File: config.mk
export PLATFORM = sky130hd
export DESIGN_NAME = nrbh_front
export DESIGN_NICKNAME = d
export VERILOG_FILES = /design/src/rtl/core/nrbh_pkg.sv /design/src/rtl/core/nrbh_front.sv
export SDC_FILE = /design/constraint.sdc
export NUM_CORES = 1
export LEC_CHECK = 0
export ABC_AREA = 1
export BUFFER_PORTS_ARGS = -buffer_cell sky130_fd_sc_hd__buf_4
export CAP_MARGIN = 5
export CORE_ASPECT_RATIO = 1.1
export CORE_MARGIN = 5
export CORE_UTILIZATION = 53
export CTS_CLUSTER_DIAMETER = 200
export DETAILED_ROUTE_END_ITERATION = 12
export HOLD_SLACK_MARGIN = 0.06
export PLACE_DENSITY = 0.77
export SLEW_MARGIN = 10
export SYNTH_ARGS = -nofsm -noshare
export SYNTH_HDL_FRONTEND = slang
export SYNTH_SLANG_ARGS = --single-unit
File: constraint.sdc
create_clock -name i_clk -period 27.7 [get_ports i_clk]
set_input_delay 1.385 -clock i_clk [delete_from_list [all_inputs] [get_ports i_clk]]
set_output_delay 1.385 -clock i_clk [all_outputs]
set_load 0.05 [all_outputs]
File: src/rtl/core/nrbh_pkg.sv
//------------------------------------------------------------------------------
// nrbh_pkg
// shared types and constants for the nearest ray-box hit block
//------------------------------------------------------------------------------
package nrbh_pkg;

    localparam int CoordW   = 32;
    localparam int DirW     = 18;
    localparam int IdxW     = 10;
    localparam int CfgIdxW  = 3;
    localparam int DefMaxBoxes = 1024;

    localparam logic signed [CoordW-1:0] TMinusOne = -32'sd65536;

    typedef enum logic [CfgIdxW-1:0] {
        CFG_ORIGIN_X = 3'd0,
        CFG_ORIGIN_Y = 3'd1,
        CFG_ORIGIN_Z = 3'd2,
        CFG_DIR_X    = 3'd3,
        CFG_DIR_Y    = 3'd4,
        CFG_DIR_Z    = 3'd5
    } t_cfg_idx;

    localparam logic [1:0] AXIS_INSIDE = 2'd3;

    // quadrant codes per axis
    typedef enum logic [1:0] {
        Q_ABOVE  = 2'd0,
        Q_BELOW  = 2'd1,
        Q_WITHIN = 2'd2
    } t_quad;

    // one classified box, handed from front to back
    typedef struct packed {
        logic signed [2:0][CoordW-1:0] bmin;
        logic signed [2:0][CoordW-1:0] bmax;
        logic signed [2:0][CoordW-1:0] plane;
        t_quad       [2:0]             quad;
        logic                          in_box;
        logic                          last;
    } t_box_word;

    typedef struct packed {
        logic                     hit;
        logic signed [CoordW-1:0] x;
        logic signed [CoordW-1:0] y;
        logic signed [CoordW-1:0] z;
        logic [1:0]               axis;
        logic                     neg;
        logic [IdxW-1:0]          box;
    } t_result;

endpackage

File: src/rtl/core/nrbh_front.sv
//------------------------------------------------------------------------------
// nrbh_front
// accepts boxes, classifies each axis against the ray origin, feeds a queue
//------------------------------------------------------------------------------
module nrbh_front #(
    parameter int QDEPTH = 2
) (
    input  logic                                i_clk,
    input  logic                                i_rst_n,
    input  logic signed [2:0][nrbh_pkg::CoordW-1:0] i_origin,
    input  logic                                i_valid,
    output logic                                o_ready,
    input  logic signed [2:0][nrbh_pkg::CoordW-1:0] i_bmin,
    input  logic signed [2:0][nrbh_pkg::CoordW-1:0] i_bmax,
    input  logic                                i_last,
    output logic                                o_valid,
    input  logic                                i_ready,
    output nrbh_pkg::t_box_word                 o_word
);
    import nrbh_pkg::*;

    localparam int PW = $clog2(QDEPTH);

    t_box_word         r_mem [QDEPTH];
    logic [PW-1:0]     r_wp, r_rp;
    logic [PW:0]       r_cnt;
    t_box_word         n_word;
    logic              w_push, w_pop;

    always_comb begin
        n_word        = '0;
        n_word.bmin   = i_bmin;
        n_word.bmax   = i_bmax;
        n_word.last   = i_last;
        n_word.in_box = 1'b1;
        for (int a = 0; a < 3; a++) begin
            if ($signed(i_origin[a]) < $signed(i_bmin[a])) begin
                n_word.quad[a]  = Q_BELOW;
                n_word.plane[a] = i_bmin[a];
                n_word.in_box   = 1'b0;
            end else if ($signed(i_origin[a]) > $signed(i_bmax[a])) begin
                n_word.quad[a]  = Q_ABOVE;
                n_word.plane[a] = i_bmax[a];
                n_word.in_box   = 1'b0;
            end else begin
                n_word.quad[a]  = Q_WITHIN;
            end
        end
    end

    assign o_ready = (r_cnt != (PW+1)'(QDEPTH));
    assign o_valid = (r_cnt != '0);
    assign w_push  = i_valid && o_ready;
    assign w_pop   = o_valid && i_ready;
    assign o_word  = r_mem[r_rp];

    always_ff @(posedge i_clk) begin
        if (w_push) begin
            r_mem[r_wp] <= n_word;
        end
        if (!i_rst_n) begin
            r_wp  <= '0;
            r_rp  <= '0;
            r_cnt <= '0;
        end else begin
            if (w_push) begin
                r_wp <= (r_wp == PW'(QDEPTH-1)) ? '0 : r_wp + 1'b1;
            end
            if (w_pop) begin
                r_rp <= (r_rp == PW'(QDEPTH-1)) ? '0 : r_rp + 1'b1;
            end
            r_cnt <= r_cnt + (PW+1)'(w_push) - (PW+1)'(w_pop);
        end
    end

    a_cnt_range: assert property (@(posedge i_clk) disable iff (!i_rst_n)
        r_cnt <= (PW+1)'(QDEPTH)) else $error("queue count overflow");
    a_no_push_full: assert property (@(posedge i_clk) disable iff (!i_rst_n)
        (r_cnt == (PW+1)'(QDEPTH)) |-> !w_push) else $error("push while full");
    a_cnt_step: assert property (@(posedge i_clk) disable iff (!i_rst_n)
        (w_push && !w_pop) |=> r_cnt == $past(r_cnt) + 1'b1)
        else $error("count step");

endmodule

---- Yosys cells after proc, flatten, opt, wreduce, memory -nomap -nowiden ----
Memories as Yosys holds them, arrays and structs flattened. A register that Yosys moved wholly into a read port is not among the register bits.
Cells that the tools add are included.
operators by class
  add/subtract/negate cells ............... 4
  magnitude comparators ................... 6
  eq/ne operators ......................... 1
  multiplexer cells ....................... 23
  reduce and logical (&&, ||, !) cells .... 3
operators by type and width
  cell                                           number
  two-way mux 32 bit                             6
  > comparator 32 bit                            3
  < comparator 32 bit                            3
  two-way mux 1 bit                              11
  two-way mux 2 bit                              5
  two-way mux 3 bit                              1
  adder 1 bit (second input constant)            2
  adder 2 x 1 -> 2 bit                           1
  logical AND 1 bit                              2
  inequality test 2 bit (second input constant)  1
  nonzero test 2 bit                             1
  subtractor 2 x 1 -> 2 bit                      1
word-level totals
  flip-flop bits (word level) ............. 4
  memory bits (writable) .................. 592
  bits of input ports ..................... 293
  output and inout bits ................... 298
  logic and storage cells ................. 41
  memories ................................ 1
memories
  name   depth  width  read ports  clocked after Yosys merged registers in  write ports  line              RTL
  r_mem  2      296    1           1                                        1            nrbh_front.sv:24  t_box_word r_mem [QDEPTH];

---- Logic depth before layout (Yosys ltp) ----
Gate-level depths: netlist (run 1).
  depth in word-level cells ............... 7
  mapped depth ............................ 19
  mapped depth without buffers ............ 19

---- Least setup slack after synthesis (run 1) ----
OpenSTA, ideal clock, no wires.
  path kind ............................... input -> register
  start point ............................. input port i_valid
  end point ............................... memory r_mem[0][0] in the netlist's numbering (enable)
  library setup time ...................... 0.961 ns
  arrival ................................. 13.788 ns
  data required time ...................... 26.739 ns
  setup slack ............................. 12.951 ns
  stages on the path ...................... 2
  path buffers ............................ 0
  path through ............................ nand2_1 > nor2_1
on the way
  cells in the longest elaborated chain, start to end .. 3
ends and longest elaborated chain
  item                                     line              RTL
  start, declared                          nrbh_front.sv:11  input logic i_valid,
  logical AND 1 bit                        nrbh_front.sv:53  assign w_push = i_valid && o_ready;
  two-way mux 1 bit                        nrbh_front.sv:58  if (w_push) begin
  two-way mux 1 bit (not written as such)  nrbh_front.sv:59  r_mem[r_wp] <= n_word;
  end, declared                            nrbh_front.sv:24
Every way passes these cells.

==> impl_metrics.ini, run 1 <==
[die]
fp-row-count = 88
fp.dieH_microns = 252
initial_core_utilization_pct = 53.6
die_x_microns = 230
ios = 591
floorplan.die_area_sq_um = 58000
fp.coreArea_sq_um = 52600

[worst_setup_path]
arrival_ns = 3.73
r2r-start = r_cnt[0]$_SDFF_PN0_
ff2ff_setup_slack_ns = 23.91
path_max_fanout = 80
critical_path.reg2reg.endpoint = r_mem[1][227]$_DFFE_PP_
end_kind = output pin
startpoint_type = flop
r2r.worst_path.cells = 7
required_ns = 26.31
timing_worst_setup_path_type = flop to output pin

[timing]
setup_viol_count_final = 0
slew_worst_pin_ns = 1.09
maxClockFrequency_mhz = 196
timing.final.crit_share_pct = 18.5
setup_total_negative_slack_ns = 0
slew_headroom_pct = 27.5
finClkSkew_ns = 0.0183
timing.final.crit_period_ns = 5.11
timing.final.max_slew_violations = 0
grt_setup_unrepaired = false
whs_ns = 0.464
finalHoldViolCount = 0

[pwr]
powerDensity_nw_per_um2 = 94.6
cellLeakagePower_nw = 15.0
peakVddDrop_mv = 0.0803

[job]
max_cap_violations = 0

[clocking]
post-cts-setup-buffers = 0
cts_hold_repair.buffers = 0
cts-buffers-inserted = 59
cts-root-to-sink-buffers = 3
cts_tree = built
clk-insertion-delay-late_ns = 0.60
clk_root_buffer_cell = sky130_fd_sc_hd__clkbuf_16
ctsResizeCount = 0
htree_num_levels = 2
worst_setup_hold_path_clk_slew_ns = 0.06
cts.sink_count = 597

[placement]
place.gp.congestion = 0.901
place_hpwl_microns = 55900
port-buffer-count = 590

[global_route]
grt_pass1_vias = 19700
grt_pass1_wl_microns = 115000
globalRouteOverflowTotal = 0
grt_antenna_before_repair = 5
global_route_usage_over_all_layers_pct = 25.6
grt_max_degree = 165

[yosys]
netlist.top_cell.by_area = sky130_fd_sc_hd__edfxtp_1
ys_types = 38
synth.cell_area_sq_um = 28200
seq_area_frac_synth_pct = 63.3
ys_seq_elements = 597
synth.net_count = 2601
synth.top_cell.area_share_pct = 63.0
yosysWarnings = 0
postSynthCellCount = 2117
netlist_top_cells_area = sky130_fd_sc_hd__edfxtp_1 (63%), sky130_fd_sc_hd__mux2_2 (12%), sky130_fd_sc_hd__ha_1 (8.5%)
postSynthAreaPerCell_sq_um = 13.3

[drt]
antenna_left = 0
via_count = 18700
route.detailed.drc = 0
wire_length_per_cell_after_detailed_routing_microns = 22.3
drt_pass1_iterations = 5
dr.first_iter.drc_count = 1330
via_per_inst = 5.44
postRouteWirelength_microns = 76600

[finish]
finalNetCount = 3202
post_route_cells_drive_above_1_share_pct = 37.6
flow.area_growth_from_synthesis_pct = 25.0

[worst_hold_path]
hold-path-endpoint = r_rp$_SDFFE_PN0P_
worst_hold_startpoint = r_rp$_SDFFE_PN0P_
min-delay-path-class = flop to flop
min_delay_path_depth = 1

[run_status]
status = finished clean
-- final cells by class --
cell class / count / area (sq um)
timing repair buffer: 602 / 4540
clock buffer: 69 / 1560
tap: 675 / 845
sequential: 597 / 17900
multi-input combinational: 1220 / 9070
fill: 3812 / 17300
antenna: 3 / 7.51
inverter: 238 / 893
clock inverter: 38 / 502
-- metrics by stage --
stage | power (W) | std cells | utilization [%] | instance area, sq um | setup WS, ns
2_1_floorplan | 0.00218 | 2117 | - | 28200 | 12.95
3_3_place_gp | 0.00249 | 3332 | 63.1 | 33200 | 23.02
3_5_place_dp | 0.00251 | 3332 | 63.1 | 33200 | 22.95
4_1_cts | 0.00336 | 3439 | 67.1 | 35300 | 22.55
5_1_grt | 0.00346 | 3442 | 67.1 | 35300 | 22.41
6_report | 0.00334 | 3442 | 67.1 | 35300 | 22.59
-- kinds of logic (layout without fill, tap and decap cells) --
family / Yosys count / after routing / share of synthesized area (%)
flip-flops: 597 / 597 / 63.3
AND/OR/NAND/NOR: 529 / 529 / 7.68
buffers and inverters: 300 / 947 / 4.63
multiplexers: 296 / 296 / 11.8
AO/OA/AOI/OAI: 203 / 203 / 4.06
adder cells (fa/ha/maj): 191 / 191 / 8.47
XOR/XNOR: 1 / 1 / 0.0310
other: 0 / 3 / 0
-- placed cells by master, fill, tap and decap left out, types with 3 or more instances in the layout --
master / n
sky130_fd_sc_hd__a21o_1: 4
sky130_fd_sc_hd__a21oi_1: 92
sky130_fd_sc_hd__a31oi_1: 3
sky130_fd_sc_hd__and3_1: 3
sky130_fd_sc_hd__buf_4: 600
sky130_fd_sc_hd__bufinv_16: 12
sky130_fd_sc_hd__clkbuf_1: 8
sky130_fd_sc_hd__clkbuf_16: 61
sky130_fd_sc_hd__clkinv_1: 11
sky130_fd_sc_hd__clkinv_2: 8
sky130_fd_sc_hd__clkinv_4: 3
sky130_fd_sc_hd__clkinvlp_4: 3
sky130_fd_sc_hd__dfxtp_1: 4
sky130_fd_sc_hd__diode_2: 3
sky130_fd_sc_hd__edfxtp_1: 592
sky130_fd_sc_hd__ha_1: 191
sky130_fd_sc_hd__inv_1: 236
sky130_fd_sc_hd__mux2_2: 296
sky130_fd_sc_hd__nand2_1: 384
sky130_fd_sc_hd__nand2_2: 16
sky130_fd_sc_hd__nand3_1: 24
sky130_fd_sc_hd__nand4_1: 11
sky130_fd_sc_hd__nor2_1: 75
sky130_fd_sc_hd__nor2_4: 4
sky130_fd_sc_hd__o21a_1: 9
sky130_fd_sc_hd__o21ai_0: 30
sky130_fd_sc_hd__o21ai_1: 39
sky130_fd_sc_hd__o21ai_2: 23
-- where the power goes --
| group | internal (W) | leakage (nW) | switching (W) | total (W) |
|---|---|---|---|---|
| Sequential | 0.00118 | 5.60 | 0.0000433 | 0.00122 |
| Combinational | 0.000394 | 8.35 | 0.000878 | 0.00127 |
| Clock | 0.000512 | 0.998 | 0.000335 | 0.000847 |
-- cells in the mapped netlist (all sizes together) --
cell    count
a211oi      1
a21o        4
a21oi      92
a31oi       3
and3        3
and3b       2
buf        49
clkbuf     13
dfxtp       5
edfxtp    592
ha        191
inv       238
mux2      296
nand2     401
nand3      25
nand3b      1
nand4      11
nor2       81
nor3        4
nor3b       1
o211ai      1
o21a        9
o21ai      92
o21bai      1
xnor2       1
-- metal layers --
metal / part of all wire, % / wire length [microns] / up-vias / track usage [%]
li1: - / - / 8708 / -
met1: 37 / 28700 / 9073 / 31.3
met2: 50 / 38600 / 772 / 45.1
met3: 8.5 / 6480 / 154 / 6.00
met4: 3.7 / 2800 / 2 / 8.83
met5: 0.026 / 20 / - / 0
-- registers in the layout (all words and copies together) (netlist names), named ones only --
register,cells
r_mem,592
r_wp,1
r_cnt,2
r_rp,1
-- how the worst max path moves through the flow --
stage	to	slack (ns)
final	o_word[113]	22.59
after detailed placement	r_mem[0][100]$_DFFE_PP_	22.95
after global placement	r_mem[0][100]$_DFFE_PP_	23.02
after global routing	o_word[202]	22.41
after CTS	o_word[113]	22.55
after floorplan	r_mem[0][0]$_DFFE_PP_	12.95
-- critical path: stages, from the launching register on --
cell                      delay, ns
sky130_fd_sc_hd__dfxtp_4       0.65
sky130_fd_sc_hd__buf_4         0.91
sky130_fd_sc_hd__buf_4         0.85
sky130_fd_sc_hd__mux2_2        0.43
sky130_fd_sc_hd__buf_4         0.19
Note: power is estimated with default switching activity, not from simulation.
==> run 2, diff against run 1 <==
--- a/config.mk
+++ b/config.mk
@@ -5,16 +5,16 @@
 export SDC_FILE = /design/constraint.sdc
 export NUM_CORES = 1
 export LEC_CHECK = 0
-export ABC_AREA = 1
+export ABC_AREA = 0
 export BUFFER_PORTS_ARGS = -buffer_cell sky130_fd_sc_hd__buf_4
 export CAP_MARGIN = 5
 export CORE_ASPECT_RATIO = 1.1
 export CORE_MARGIN = 5
-export CORE_UTILIZATION = 53
+export CORE_UTILIZATION = 50
 export CTS_CLUSTER_DIAMETER = 200
 export DETAILED_ROUTE_END_ITERATION = 12
 export HOLD_SLACK_MARGIN = 0.06
-export PLACE_DENSITY = 0.77
+export PLACE_DENSITY = 0.76
 export SLEW_MARGIN = 10
 export SYNTH_ARGS = -nofsm -noshare
 export SYNTH_HDL_FRONTEND = slang
==> constraint.sdc (replaced) <==
create_clock -name i_clk -period 4.1 [get_ports i_clk]
set_input_delay 0.205 -clock i_clk [delete_from_list [all_inputs] [get_ports i_clk]]
set_output_delay 0.205 -clock i_clk [all_outputs]
set_load 0.05 [all_outputs]
==> impl_metrics.ini, run 2 <==
[yosys]
synth.cell_area_sq_um = 27600
synthMuxAreaShare_pct = 14.7
postSynthAreaPerCell_sq_um = 15.3
yosysMostFrequentCell = sky130_fd_sc_hd__edfxtp_1
synth_top_family_by_area = multiplexers
synth_flop_cell = sky130_fd_sc_hd__edfxtp_1
synth_enable_flop_cells = 592
postSynthCellCount = 1802
yosysWarnings = 0
commonest_cells_in_the_netlist = sky130_fd_sc_hd__edfxtp_1 (592), sky130_fd_sc_hd__mux2_2 (297), sky130_fd_sc_hd__inv_1 (193)
synth.top_cell.area_share_pct = 64.4
netlist_top_cells_area = sky130_fd_sc_hd__edfxtp_1 (64%), sky130_fd_sc_hd__mux2_2 (12%), sky130_fd_sc_hd__ha_1 (8.7%)
synthArstFlopShare_pct = 0
synth_simple_gate_area_share_pct = 3.57
seq_area_frac_synth_pct = 64.7
ys_types = 53
netlist.top_cell.by_area = sky130_fd_sc_hd__edfxtp_1
synth_compound_area_share_pct = 4.69
synth.net_count = 2286
synth_adder_area_share_pct = 8.66
synthXorXnorAreaFrac_pct = 0.127
ys_seq_elements = 597

[worst_setup_path]
critical_path.reg2reg.endpoint = r_mem[0][285]$_DFFE_PP_
path_max_fanout = 35
r2r-start = r_cnt[0]$_SDFF_PN0_
ff2ff_setup_slack_ns = 1.87
cpMaxStageDelayCell = sky130_fd_sc_hd__a21oi_4
path_buf_inv = 3
startpoint_type = primary input
required_ns = 4.41
worst_path_dominant_cell_family = compound AO/OA/AOI/OAI gates
end_kind = flop
max_stage_delay_ns = 0.91
r2r.worst_path.cells = 5
crit_chain = dlygate4sd3_1 -> buf_4 -> inv_1 -> ha_1 -> nand4_1 -> nor4_1 -> a21boi_1 -> or4_1 -> a21oi_1 -> xor2_1 -> a21oi_4 -> nor2_1
arrival_ns = 3.77
timing_worst_setup_path_type = primary input to flop

[drt]
route.detailed.drc = 0
via_per_inst = 5.39
dr.first_iter.drc_count = 1061
drt_pass1_iterations = 5
antenna_left = 0
wire_length_per_cell_after_detailed_routing_microns = 23.0
via_count = 18400
postRouteWirelength_microns = 78600

[timing]
grt_setup_unrepaired = false
whs_ns = 0.257
timing.final.crit_period_ns = 3.46
timing.final.crit_share_pct = 84.5
finalHoldViolCount = 0
slew_headroom_pct = 22.6
setup_viol_count_final = 0
slew_worst_pin_ns = 1.16
finClkSkew_ns = 0.0204
maxClockFrequency_mhz = 289
timing.final.max_slew_violations = 0

[finish]
largest_register_ffs = 592
layout_top_registers = r_mem x592, r_cnt x2
finish.cell_count_without_fillers = 3420
post_route_cells_drive_above_1_share_pct = 38.5
registers.top_by_ff_count = r_mem
layout_commonest_cell = sky130_fd_sc_hd__buf_4
stdcell_area_sq_um = 37100
most-common-layout-cells = sky130_fd_sc_hd__buf_4 (611), sky130_fd_sc_hd__edfxtp_1 (592), sky130_fd_sc_hd__mux2_2 (297)
flow.area_growth_from_synthesis_pct = 34.5
finalNetCount = 3117

[clocking]
worst_setup_hold_path_clk_slew_ns = 0.06
cts_tree = built
ctsResizeCount = 0
htree_num_levels = 2
cts-root-to-sink-buffers = 3
clk-insertion-delay-late_ns = 0.62
cts_hold_repair.buffers = 196
clk_root_buffer_cell = sky130_fd_sc_hd__clkbuf_16
cts.sink_count = 597
cts-buffers-inserted = 59
post-cts-setup-buffers = 0

[pwr]
peakVddDrop_mv = 0.478
pwr-share-clk_pct = 24.7
netSwitchingPower_w = 0.00838
comb_power_share_pct = 39.3
power_w = 0.0222
powerDensity_nw_per_um2 = 597
internal_power_w = 0.0138
switching_share_pct = 37.8
power.sequential.fraction_pct = 36.0
cellLeakagePower_nw = 15.3

[placement]
port-buffer-count = 590
place.gp.congestion = 0.927
place.detailed.instances = 3112
dpl-instance-area_sq_um = 33200
place_hpwl_microns = 56300

[worst_hold_path]
worst_hold_startpoint = i_origin[95]
hold-path-endpoint = r_mem[0][6]$_DFFE_PP_
min_delay_path_depth = 3
min-delay-path-class = primary input to flop

[global_route]
grt_antenna_before_repair = 1
grt_max_degree = 74
global_route_usage_over_all_layers_pct = 25.1
globalRouteOverflowTotal = 0
grt_pass1_vias = 19700
grt_pass1_wl_microns = 116000

[die]
fp-row-count = 90
ios = 591
fp.coreArea_sq_um = 54700
floorplan.die_area_sq_um = 60000
die_x_microns = 234
fp.dieH_microns = 256
initial_core_utilization_pct = 50.5

[run_status]
status = finished clean

[job]
max_cap_violations = 0
-- run 2: changes by cell type after synthesis, sizes merged, moves of 14 or more --
| cell | change |
|---|---|
| nor2 | -29 |
| a22o | +32 |
| o21ai | -61 |
| inv | -45 |
| nand2 | -325 |
| nand4 | +14 |
| a21o | +17 |
| clkbuf | +22 |
| mux2i | +68 |
| buf | -33 |
| a21oi | -22 |
-- run 2: per-layer routing --
metal  up-vias  GRT usage, %  wire length (microns)  share of wire (%)
met5         -             0                      0                  0
met3       158          6.94                   6600                8.4
met2       706          44.2                  40200                 51
met4         0          8.99                   3020                3.8
met1      9126          29.3                  28900                 37
li1       8451             -                      -                  -
-- run 2: how the worst max path moves through the flow --
stage                        startpoint                endpoint  slack, ns  depth (start not counted)
floorplan           r_cnt[0]$_SDFF_PN0_   r_mem[0][0]$_DFFE_PP_      -1.34                          3
global placement             i_bmax[15]   r_mem[0][1]$_DFFE_PP_       0.56                         11
detailed placement           i_bmax[15]  r_mem[0][21]$_DFFE_PP_       0.47                         11
CTS                          i_bmax[15]  r_mem[0][21]$_DFFE_PP_       0.57                         12
global route                 i_bmax[15]   r_mem[0][1]$_DFFE_PP_       0.45                         12
finish                       i_bmax[15]  r_mem[0][21]$_DFFE_PP_       0.64                         12
-- run 2: cells by family (layout without fill, tap and decap cells) --
family | Yosys count | in the layout
AO/OA/AOI/OAI | 194 | 194
XOR/XNOR | 4 | 4
adder cells (fa/ha/maj) | 191 | 191
buffers and inverters | 244 | 1125
flip-flops | 597 | 597
multiplexers | 365 | 365
other | 0 | 1
AND/OR/NAND/NOR | 207 | 207
-- run 2: power by group through the flow --
| stage | Combinational [W] | Clock (W) | Sequential (W) |
|---|---|---|---|
| 2_1_floorplan | 0.00578 | 0 | 0.00807 |
| 3_3_place_gp | 0.00847 | 0 | 0.00805 |
| 3_5_place_dp | 0.00853 | 0 | 0.00810 |
| 4_1_cts | 0.00872 | 0.00556 | 0.00798 |
| 5_1_grt | 0.00906 | 0.00583 | 0.00803 |
| 6_report | 0.00871 | 0.00548 | 0.00798 |
-- run 2: layout make-up --
| cell class | instances | area [sq um] |
|---|---|---|
| Antenna cell | 1 | 2.50 |
| Fill cell | 3718 | 17600 |
| Multi-Input combinational cell | 961 | 8810 |
| Sequential cell | 597 | 17900 |
| Tap cell | 736 | 921 |
| Timing Repair Buffer | 821 | 6830 |
| Clock inverter | 47 | 462 |
| Inverter | 193 | 724 |
| Clock buffer | 64 | 1500 |
-- run 2: through the flow --
stage	util (%)	setup WS (ns)	TNS (ns)
3_5_place_dp	60.7	0.469	0
6_report	67.8	0.637	0
2_1_floorplan	-	-1.34	-555.21
3_3_place_gp	60.7	0.563	0
5_1_grt	67.8	0.448	0
4_1_cts	67.8	0.572	0
-- run 2: tightest hold or removal path: cells and delay by family --
kind | cells | cell delay [ns]
adders and majority gates | 1 | 0.22
buffers and inverters | 1 | 0.09
muxes | 1 | 0.15
